### config.mk
export PLATFORM = sky130hd
export DESIGN_NAME = rc_stick_channel_conditioner
export DESIGN_NICKNAME = d
export VERILOG_FILES = /design/src/rtl/rcsc_pkg.sv /design/src/rtl/rc_stick_channel_conditioner.sv /design/src/rtl/rcsc_cfg_regs.sv
export VERILOG_INCLUDE_DIRS = /design/src /design/src/rtl
export SDC_FILE = /design/constraint.sdc
export NUM_CORES = 2
export LEC_CHECK = 0
export ABC_AREA = 1
export BUFFER_PORTS_ARGS = -buffer_cell sky130_fd_sc_hd__buf_4
export CAP_MARGIN = 0
export CORE_ASPECT_RATIO = 1.1
export CORE_MARGIN = 4
export CORE_UTILIZATION = 66
export CTS_BUF_LIST = sky130_fd_sc_hd__clkbuf_2 sky130_fd_sc_hd__clkbuf_4 sky130_fd_sc_hd__clkbuf_8
export CTS_CLUSTER_DIAMETER = 40
export DETAILED_ROUTE_END_ITERATION = 12
export PLACE_DENSITY = 0.89
export RECOVER_POWER = 100
export SLEW_MARGIN = 10
export SYNTH_ARGS = -nofsm -noshare
export SYNTH_HDL_FRONTEND = slang
export SYNTH_SLANG_ARGS = --single-unit
### constraint.sdc
create_clock -name aclk -period 11.9 [get_ports aclk]
set_input_delay 1.19 -clock aclk [delete_from_list [all_inputs] [get_ports aclk]]
set_output_delay 1.19 -clock aclk [all_outputs]
set_load 0.02 [all_outputs]
### src/rtl/assert_macros.svh
`ifndef ASSERT_MACROS_SVH
`define ASSERT_MACROS_SVH

// Check an implication in the same cycle, on aclk, masked during reset.
`define ASSERT_IMPLIES(label, cond, expr, msg) \
    label: assert property (@(posedge aclk) disable iff (!aresetn) (cond) |-> (expr)) \
        else $error(msg);

// Check an implication in the next cycle, on aclk, masked during reset.
`define ASSERT_NEXT(label, cond, expr, msg) \
    label: assert property (@(posedge aclk) disable iff (!aresetn) (cond) |=> (expr)) \
        else $error(msg);

`endif

### src/rtl/rcsc_pkg.sv
`default_nettype none

package rcsc_pkg;

    localparam logic [1:0] MODE_SETPOINT = 2'd0;
    localparam logic [1:0] MODE_THRUST   = 2'd1;
    localparam logic [1:0] MODE_TOGGLE   = 2'd2;

    localparam logic [2:0] REG_MODE      = 3'd0;
    localparam logic [2:0] REG_TARGET    = 3'd1;
    localparam logic [2:0] REG_TOLERANCE = 3'd2;
    localparam logic [2:0] REG_CENTRE    = 3'd3;
    localparam logic [2:0] REG_TOP       = 3'd4;
    localparam logic [2:0] REG_DEADBAND  = 3'd5;
    localparam logic [2:0] REG_GAIN      = 3'd6;
    localparam logic [2:0] REG_BOUND     = 3'd7;

    localparam logic [1:0]  RST_MODE      = MODE_SETPOINT;
    localparam logic [15:0] RST_TARGET    = 16'd550;
    localparam logic [15:0] RST_TOLERANCE = 16'd10;
    localparam logic [13:0] RST_CENTRE    = 14'd750;
    localparam logic [13:0] RST_TOP       = 14'd1000;
    localparam logic [13:0] RST_DEADBAND  = 14'd20;
    localparam logic [15:0] RST_GAIN      = 16'd256;
    localparam logic [14:0] RST_BOUND     = 15'd32767;

    localparam int          HIST_DEPTH     = 6;
    localparam int          TAP_LAST       = HIST_DEPTH;
    localparam logic [11:0] FILTER_DIVISOR = 12'd2520;

    typedef struct packed {
        logic [1:0]  mode;
        logic [15:0] freq_target;
        logic [15:0] freq_tolerance;
        logic [13:0] duty_centre;
        logic [13:0] duty_top;
        logic [13:0] duty_deadband;
        logic [15:0] gain;
        logic [14:0] output_bound;
    } rcsc_cfg_t;

    function automatic logic [9:0] filter_weight(input logic [2:0] tap);
        logic [9:0] w;
        case (tap)
            3'd0:    w = 10'd630;
            3'd1:    w = 10'd504;
            3'd2:    w = 10'd420;
            3'd3:    w = 10'd360;
            3'd4:    w = 10'd315;
            3'd5:    w = 10'd280;
            3'd6:    w = 10'd11;
            default: w = 10'd0;
        endcase
        return w;
    endfunction

endpackage

`default_nettype wire

### src/rtl/rc_stick_channel_conditioner.sv
// Setpoint and thrust modes raise m_tvalid once the request has passed the filter steps
// (7 multiply-accumulate taps, 1 reciprocal multiply for the divide by 2520, scale, clamp);
// toggle mode skips them and raises it once the finish step has registered the result.
// In every mode no new request is taken until the last result has been taken; the single
// shared multiplier serves all filter steps, and a held result stalls input.
// Reset: synchronous active-low aresetn clears history, sequencer and configuration registers to defaults.
`default_nettype none

module rc_stick_channel_conditioner
    import rcsc_pkg::*;
#(
    parameter int DUTY_WIDTH = 14
) (
    input  wire logic                                      aclk,
    input  wire logic                                      aresetn,
    input  wire logic                                      s_tvalid,
    output logic                                           s_tready,
    // freq [15:0], duty [16 +: DUTY_WIDTH], zero padding above
    input  wire logic [((16 + DUTY_WIDTH + 7) / 8) * 8 - 1:0] s_tdata,
    output logic                                           m_tvalid,
    input  wire logic                                      m_tready,
    // value [15:0], smoothed_duty [29:16] (raw duty in toggle mode), zero padding [31:30]
    output logic      [31:0]                               m_tdata,
    // signal_ok [0]
    output logic      [0:0]                                m_tuser,
    input  wire logic                                      psel,
    input  wire logic                                      penable,
    input  wire logic                                      pwrite,
    input  wire logic [4:0]                                paddr,
    input  wire logic [31:0]                               pwdata,
    output logic      [31:0]                               prdata,
    output logic                                           pready
);

    localparam int ACC_W = DUTY_WIDTH + 12;
    localparam int EXT_W = ((DUTY_WIDTH > 14) ? DUTY_WIDTH : 14) + 1;
    localparam int MUL_W = 16 + EXT_W;
    localparam int MAG_W = MUL_W - 8;
    localparam int MA_W = ACC_W + 1;
    localparam int PROD_W = MA_W + ACC_W;
    localparam int RECIP_SHIFT = ACC_W + 12;
    localparam logic [63:0] RECIP_FULL =
        ((64'd1 << RECIP_SHIFT) + 64'(FILTER_DIVISOR) - 64'd1) / 64'(FILTER_DIVISOR);
    localparam logic [MA_W-1:0] RECIP = RECIP_FULL[MA_W-1:0];

    typedef enum logic [2:0] {
        ST_IDLE,
        ST_MAC,
        ST_DIV,
        ST_SCALE,
        ST_FINISH,
        ST_OUT
    } state_t;

    rcsc_cfg_t cfg;

    rcsc_cfg_regs u_regs (
        .aclk    (aclk),
        .aresetn (aresetn),
        .psel    (psel),
        .penable (penable),
        .pwrite  (pwrite),
        .paddr   (paddr),
        .pwdata  (pwdata),
        .prdata  (prdata),
        .pready  (pready),
        .cfg     (cfg)
    );

    state_t                  state_reg,  state_next;
    logic [2:0]              tap_reg,    tap_next;
    logic [DUTY_WIDTH-1:0]   raw_reg,    raw_next;
    logic                    ok_reg,     ok_next;
    logic [ACC_W-1:0]        acc_reg,    acc_next;
    logic [DUTY_WIDTH-1:0]   quo_reg,    quo_next;
    logic [DUTY_WIDTH-1:0]   hist_reg    [HIST_DEPTH];
    logic [DUTY_WIDTH-1:0]   hist_next   [HIST_DEPTH];
    logic [MUL_W-1:0]        prod_reg,   prod_next;
    logic                    neg_reg,    neg_next;
    logic                    zero_reg,   zero_next;
    logic                    valid_reg,  valid_next;
    logic [15:0]             value_reg,  value_next;
    logic [13:0]             shown_reg,  shown_next;

    logic [15:0]             s_freq;
    logic [DUTY_WIDTH-1:0]   s_duty;
    logic [16:0]             win_hi;
    logic [16:0]             win_lo;
    logic                    win_ok;
    logic                    is_toggle;
    logic [2:0]              hist_idx;
    logic [DUTY_WIDTH-1:0]   mac_opnd;
    logic [MA_W-1:0]         mul_a;
    logic [ACC_W-1:0]        mul_b;
    logic [PROD_W-1:0]       mul_p;
    logic [EXT_W-1:0]        f_ext;
    logic [EXT_W-1:0]        c_ext;
    logic [EXT_W-1:0]        t_ext;
    logic [EXT_W-1:0]        db_ext;
    logic [EXT_W-1:0]        span;
    logic                    dist_neg;
    logic                    dist_zero;
    logic [MAG_W-1:0]        mag_raw;
    logic [14:0]             mag;
    logic [DUTY_WIDTH-1:0]   shown_src;
    logic [31:0]             shown_wide;

    assign s_freq    = s_tdata[15:0];
    assign s_duty    = s_tdata[16 +: DUTY_WIDTH];
    assign win_hi    = {1'b0, cfg.freq_target} + {1'b0, cfg.freq_tolerance};
    assign win_lo    = {1'b0, s_freq} + {1'b0, cfg.freq_tolerance};
    assign win_ok    = ({1'b0, s_freq} < win_hi) && (win_lo > {1'b0, cfg.freq_target});
    assign is_toggle = (cfg.mode != MODE_SETPOINT) && (cfg.mode != MODE_THRUST);

    // Shared multiplier: filter taps in ST_MAC, reciprocal of 2520 in ST_DIV, gain otherwise.
    assign hist_idx = tap_reg - 3'd1;
    assign mac_opnd = (tap_reg == 3'd0) ? raw_reg : hist_reg[hist_idx];
    assign mul_a    = (state_reg == ST_MAC) ? MA_W'(filter_weight(tap_reg))
                    : (state_reg == ST_DIV) ? RECIP
                    : MA_W'(cfg.gain);
    assign mul_b    = (state_reg == ST_MAC) ? ACC_W'(mac_opnd)
                    : (state_reg == ST_DIV) ? acc_reg
                    : ACC_W'(span);
    assign mul_p    = PROD_W'(mul_a) * PROD_W'(mul_b);

    assign f_ext  = EXT_W'(quo_reg);
    assign c_ext  = EXT_W'(cfg.duty_centre);
    assign t_ext  = EXT_W'(cfg.duty_top);
    assign db_ext = EXT_W'(cfg.duty_deadband);

    always_comb begin
        span      = '0;
        dist_neg  = 1'b0;
        dist_zero = 1'b1;
        if (cfg.mode == MODE_SETPOINT) begin
            if (f_ext + db_ext <= c_ext) begin
                span      = c_ext - f_ext;
                dist_zero = 1'b0;
            end else if (f_ext >= c_ext + db_ext) begin
                span      = f_ext - c_ext;
                dist_neg  = 1'b1;
                dist_zero = 1'b0;
            end
        end else if (f_ext + db_ext <= t_ext) begin
            span      = t_ext - f_ext;
            dist_zero = 1'b0;
        end
    end

    assign mag_raw    = prod_reg[MUL_W-1:8];
    assign mag        = (mag_raw > MAG_W'(cfg.output_bound)) ? cfg.output_bound
                                                             : mag_raw[14:0];
    assign shown_src  = is_toggle ? raw_reg : quo_reg;
    assign shown_wide = 32'(shown_src);

    always_comb begin
        state_next = state_reg;
        tap_next   = tap_reg;
        raw_next   = raw_reg;
        ok_next    = ok_reg;
        acc_next   = acc_reg;
        quo_next   = quo_reg;
        hist_next  = hist_reg;
        prod_next  = prod_reg;
        neg_next   = neg_reg;
        zero_next  = zero_reg;
        valid_next = valid_reg;
        value_next = value_reg;
        shown_next = shown_reg;
        case (state_reg)
            ST_IDLE: begin
                if (s_tvalid) begin
                    raw_next   = s_duty;
                    ok_next    = win_ok;
                    tap_next   = 3'd0;
                    acc_next   = '0;
                    state_next = is_toggle ? ST_FINISH : ST_MAC;
                end
            end
            ST_MAC: begin
                acc_next = acc_reg + mul_p[ACC_W-1:0];
                tap_next = tap_reg + 3'd1;
                if (tap_reg == 3'(TAP_LAST)) begin
                    state_next = ST_DIV;
                end
            end
            ST_DIV: begin
                quo_next   = mul_p[RECIP_SHIFT +: DUTY_WIDTH];
                state_next = ST_SCALE;
            end
            ST_SCALE: begin
                hist_next[0] = quo_reg;
                for (int i = 1; i < HIST_DEPTH; i++) begin
                    hist_next[i] = hist_reg[i-1];
                end
                prod_next  = mul_p[MUL_W-1:0];
                neg_next   = dist_neg;
                zero_next  = dist_zero | ~ok_reg;
                state_next = ST_FINISH;
            end
            ST_FINISH: begin
                if (is_toggle) begin
                    value_next = (ok_reg && (EXT_W'(raw_reg) > c_ext)) ? 16'd1 : 16'd0;
                end else if (zero_reg) begin
                    value_next = 16'd0;
                end else if (neg_reg) begin
                    value_next = 16'd0 - {1'b0, mag};
                end else begin
                    value_next = {1'b0, mag};
                end
                shown_next = shown_wide[13:0];
                valid_next = 1'b1;
                state_next = ST_OUT;
            end
            ST_OUT: begin
                if (m_tready) begin
                    valid_next = 1'b0;
                    state_next = ST_IDLE;
                end
            end
            default: begin
                state_next = ST_IDLE;
                valid_next = 1'b0;
            end
        endcase
    end

    always_ff @(posedge aclk) begin
        if (!aresetn) begin
            state_reg <= ST_IDLE;
            valid_reg <= 1'b0;
            for (int i = 0; i < HIST_DEPTH; i++) begin
                hist_reg[i] <= '0;
            end
        end else begin
            state_reg <= state_next;
            valid_reg <= valid_next;
            hist_reg  <= hist_next;
        end
        tap_reg   <= tap_next;
        raw_reg   <= raw_next;
        ok_reg    <= ok_next;
        acc_reg   <= acc_next;
        quo_reg   <= quo_next;
        prod_reg  <= prod_next;
        neg_reg   <= neg_next;
        zero_reg  <= zero_next;
        value_reg <= value_next;
        shown_reg <= shown_next;
    end

    assign s_tready = (state_reg == ST_IDLE);
    assign m_tvalid = valid_reg;
    assign m_tdata  = {2'b00, shown_reg, value_reg};
    assign m_tuser  = ok_reg;

    `include "assert_macros.svh"

    `ASSERT_IMPLIES(a_one_at_a_time, m_tvalid, !s_tready, "input taken while result pending")
    `ASSERT_NEXT(a_busy_after_req, s_tvalid && s_tready, !s_tready, "ready held after request")
    `ASSERT_IMPLIES(a_zero_when_bad, m_tvalid && !m_tuser[0], m_tdata[15:0] == 16'd0,
        "nonzero value with bad frequency")
    `ASSERT_IMPLIES(a_neg_setpoint, m_tvalid && m_tdata[15], cfg.mode == MODE_SETPOINT,
        "negative value outside setpoint mode")

endmodule

`default_nettype wire

### src/rtl/rcsc_cfg_regs.sv
`default_nettype none

module rcsc_cfg_regs
    import rcsc_pkg::*;
(
    input  wire logic        aclk,
    input  wire logic        aresetn,
    input  wire logic        psel,
    input  wire logic        penable,
    input  wire logic        pwrite,
    input  wire logic [4:0]  paddr,
    input  wire logic [31:0] pwdata,
    output logic      [31:0] prdata,
    output logic             pready,
    output rcsc_cfg_t        cfg
);

    rcsc_cfg_t  cfg_reg;
    logic [2:0] index;
    logic       wr_en;

    assign pready = 1'b1;
    assign index  = paddr[4:2];
    assign wr_en  = psel & penable & pwrite & pready;
    assign cfg    = cfg_reg;

    always_ff @(posedge aclk) begin
        if (!aresetn) begin
            cfg_reg.mode           <= RST_MODE;
            cfg_reg.freq_target    <= RST_TARGET;
            cfg_reg.freq_tolerance <= RST_TOLERANCE;
            cfg_reg.duty_centre    <= RST_CENTRE;
            cfg_reg.duty_top       <= RST_TOP;
            cfg_reg.duty_deadband  <= RST_DEADBAND;
            cfg_reg.gain           <= RST_GAIN;
            cfg_reg.output_bound   <= RST_BOUND;
        end else if (wr_en) begin
            case (index)
                REG_MODE:      cfg_reg.mode           <= pwdata[1:0];
                REG_TARGET:    cfg_reg.freq_target    <= pwdata[15:0];
                REG_TOLERANCE: cfg_reg.freq_tolerance <= pwdata[15:0];
                REG_CENTRE:    cfg_reg.duty_centre    <= pwdata[13:0];
                REG_TOP:       cfg_reg.duty_top       <= pwdata[13:0];
                REG_DEADBAND:  cfg_reg.duty_deadband  <= pwdata[13:0];
                REG_GAIN:      cfg_reg.gain           <= pwdata[15:0];
                REG_BOUND:     cfg_reg.output_bound   <= pwdata[14:0];
                default: ;
            endcase
        end
    end

    always_comb begin
        case (index)
            REG_MODE:      prdata = 32'(cfg_reg.mode);
            REG_TARGET:    prdata = 32'(cfg_reg.freq_target);
            REG_TOLERANCE: prdata = 32'(cfg_reg.freq_tolerance);
            REG_CENTRE:    prdata = 32'(cfg_reg.duty_centre);
            REG_TOP:       prdata = 32'(cfg_reg.duty_top);
            REG_DEADBAND:  prdata = 32'(cfg_reg.duty_deadband);
            REG_GAIN:      prdata = 32'(cfg_reg.gain);
            REG_BOUND:     prdata = 32'(cfg_reg.output_bound);
            default:       prdata = 32'd0;
        endcase
    end

endmodule

`default_nettype wire
==> impl_metrics.json <==
{
  "die_h_um": 263,
  "h-tree-depth": 2,
  "fin_ws_ps": 359,
  "postSynthAreaPerCell_sq_um": 7.84,
  "slowest_delay_ps": 980,
  "ant_nets": 0,
  "violations": "max-capacitance violations, max-slew violations",
  "dr_total_vias": 35900,
  "core_area_sq_um": 58500,
  "synthSimpleGateAreaFrac_pct": 17.5,
  "synth-seq-cells": 308,
  "clk_pin_slew_ps": 70,
  "slowest_stage": "clkbuf_1",
  "grt_start_max_net_pins": 135,
  "worstSetupPathType": "flop to flop",
  "synth_ff_type": "dfxtp_1",
  "dp_slack_ps": 504,
  "clock_sinks": 308,
  "io_buffer_count": 104,
  "synth_xor_area_share_pct": 2.74,
  "first_global_vias": 35800,
  "period_share_pct": 97.0,
  "finalSetupViolCount": 0,
  "grt-ovfl-total": 0,
  "final_cell_area_sq_um": 41800,
  "synth_top_family_by_area": "adder cells",
  "hold_depth": 2,
  "synthToLayoutAreaGrowth_pct": 7.02,
  "post_dp_cell_area_sq_um": 40800,
  "layout_min_cycle_time_ps": 11540,
  "start_kind": "flop",
  "dieArea_sq_um": 63100,
  "grt_pass1_wl_mm": 195,
  "drt-pass1-iter-count": 10,
  "drc": 0,
  "synthMuxAreaShare_pct": 0,
  "drt-total-wl_mm": 127,
  "layout-drive-gt1-share_pct": 5.02,
  "clock_latency_ps": 700,
  "rows": 93,
  "route.met2.wl_mm": 56.4,
  "maxCapViolations": 7,
  "skew_ps": 59.4,
  "status": "finished with violations",
  "antenna_found_initial": 3,
  "rsz0062_at_grt": "no",
  "gp_congestion": 1.10,
  "multiInputGateArea_sq_um": 27900,
  "end_kind": "flop",
  "fmax_mhz": 86.6,
  "synth_area_sq_um": 39000,
  "cts_tree": "done",
  "cts-root-buf": "clkbuf_8",
  "wl_met3_mm": 13.6,
  "final_nets": 6140,
  "io_pins": 144,
  "syn_inst": 4977,
  "fin_setup_tns_ps": 0,
  "cp.arrival_ps": 12040,
  "ff2ff_path_depth": 37,
  "fill_cells": 4674,
  "ctsHoldBuffers": 0,
  "worstPathMaxFanout": 21,
  "cp_data_required_time_ps": 12400,
  "initial_core_util_pct": 66.7,
  "slew_headroom_pct": -124,
  "slew_violations": 295,
  "synthAdderAreaFrac_pct": 37.0,
  "finalHoldViolCount": 0,
  "worst_pin_slew_ps": 3360,
  "synth_cell_types": 64,
  "wl_met1_mm": 44.6,
  "cpMostUsedCell": "inv_1",
  "die_x_um": 240,
  "synth_async_sr_flop_share_pct": 0,
  "largest_reg_flops": 107,
  "ys_seq_area_share_pct": 18.7,
  "cts_made_buffers": 55,
  "wire_per_inst_um": 21.4,
  "post-dp-hpwl_mm": 102,
  "regArea_sq_um": 7300,
  "grtUsageTotal_pct": 39.9,
  "drt-vias-per-instance": 6.03,
  "hold_path_class": "flop to flop",
  "synth_edf_count": 113,
  "routed.top_layer": "met5",
  "drtIter0Drc": 4274,
  "clk_path_buf_depth": 3,
  "yosysWarnings": 0,
  "synth_compound_area_share_pct": 13.1
}
## Yosys cell counts, types with 5 or more instances
library cell	n	share of area, %
nor4_1	13	0.21
nor3_1	31	0.40
o21ai_1	11	0.14
a21o_1	23	0.44
nand2_1	662	6.4
nand2_2	28	0.45
o22ai_1	26	0.42
nand3_2	5	0.13
xnor2_1	46	1.0
edfxtp_1	113	8.7
xor2_1	76	1.7
nand3_1	257	3.3
nor2_1	566	5.4
clkbuf_1	94	0.90
a31oi_1	22	0.35
buf_4	28	0.54
inv_1	905	8.7
a22oi_1	11	0.21
a21boi_0	5	0.096
o221ai_1	5	0.11
nand4_1	25	0.40
o2111ai_1	17	0.38
buf_1	12	0.12
a21oi_1	370	4.7
fa_1	400	21
a32o_1	12	0.31
buf_6	6	0.17
a221oi_1	9	0.20
o21ai_0	329	4.2
buf_2	18	0.23
inv_2	18	0.17
clkinv_1	7	0.067
ha_1	513	16
o211ai_1	22	0.42
a211oi_1	5	0.096
o21a_1	16	0.31
nor2_2	21	0.34
o21bai_1	12	0.23
o31ai_1	5	0.096
dfxtp_1	195	10
## final cells by class
cell class	count	area share, %
Clock inverter	26	0.665
Multi-Input combinational cell	3708	66.9
Inverter	930	8.36
Clock buffer	76	2.25
Sequential cell	308	17.5
Antenna cell	1	0.00599
Tap cell	760	2.28
Timing Repair Buffer	148	2.09
## per-stage QoR
stage / hold slack, ps / util (%) / instances
3_3_place_gp: 464 / 69.7 / 5849
4_1_cts: 480 / 71.8 / 5951
2_1_floorplan: 444 / - / 5104
3_5_place_dp: 471 / 69.7 / 5849
5_1_grt: 516 / 71.4 / 5957
6_report: 488 / 71.4 / 5957
## per-layer routing
metal | vias up | GRT usage [%]
li1 | 16300 | -
met1 | 16700 | 47.6
met2 | 2209 | 63.3
met3 | 702 | 8.79
met4 | 4 | 29.1
met5 | - | 0
## what timing repair did
action,4_1_cts,5_1_grt
endpoints found under the hold margin,0,0
setup buffers,0,5
setup endpoints to repair,0,7
gates resized for setup,0,9
## path summary, 6_finish.rpt
check                    to           start  slack (ps)
max             acc_reg[22]    state_reg[1]         360
min          u_regs.cfg[27]  u_regs.cfg[27]         490
max reg2reg     acc_reg[22]    state_reg[1]         360
min reg2reg  u_regs.cfg[27]  u_regs.cfg[27]         490
## worst max-delay path: cells and delay by family, from the launching register on
family                     cells  cell delay (ps)
AOI/OAI and AO/OA              8             2020
xor gates and xnor gates       1              340
adders and majority gates      9             4010
buffers and inverters         11             2920
DFF                            1              390
and+or+nand+nor                8             1630
## cells in the final DEF, fill, tap and decap left out, types with 16 or more instances in the layout
cell type	Yosys	layout
nor2_2	21	20
xor2_1	76	76
buf_4	28	70
fa_1	400	400
clkbuf_8	0	59
nor3_1	31	35
o2111ai_1	17	17
clkbuf_1	94	63
nand2_2	28	27
nand4_1	25	26
edfxtp_1	113	113
o22ai_1	26	26
o21a_1	16	16
nand2_1	662	661
xnor2_1	46	46
nand3_1	257	258
inv_1	905	914
ha_1	513	513
dfxtp_1	195	194
conb_1	2	129
o211ai_1	22	22
a21oi_1	370	369
a31oi_1	22	22
a21o_1	23	23
o21ai_0	329	331
clkbuf_4	0	32
nor2_1	566	567
## cells by family after synthesis
kind of cell	Yosys count
buffers and inverters	1088
AND/OR/NAND/NOR	1630
XOR/XNOR	122
AO/OA/AOI/OAI	914
other	2
flip-flops	308
adder cells (fa/ha/maj)	913
Power is not shown: default switching activity piles up to over one toggle a cycle in this logic, so the estimate is an artifact.
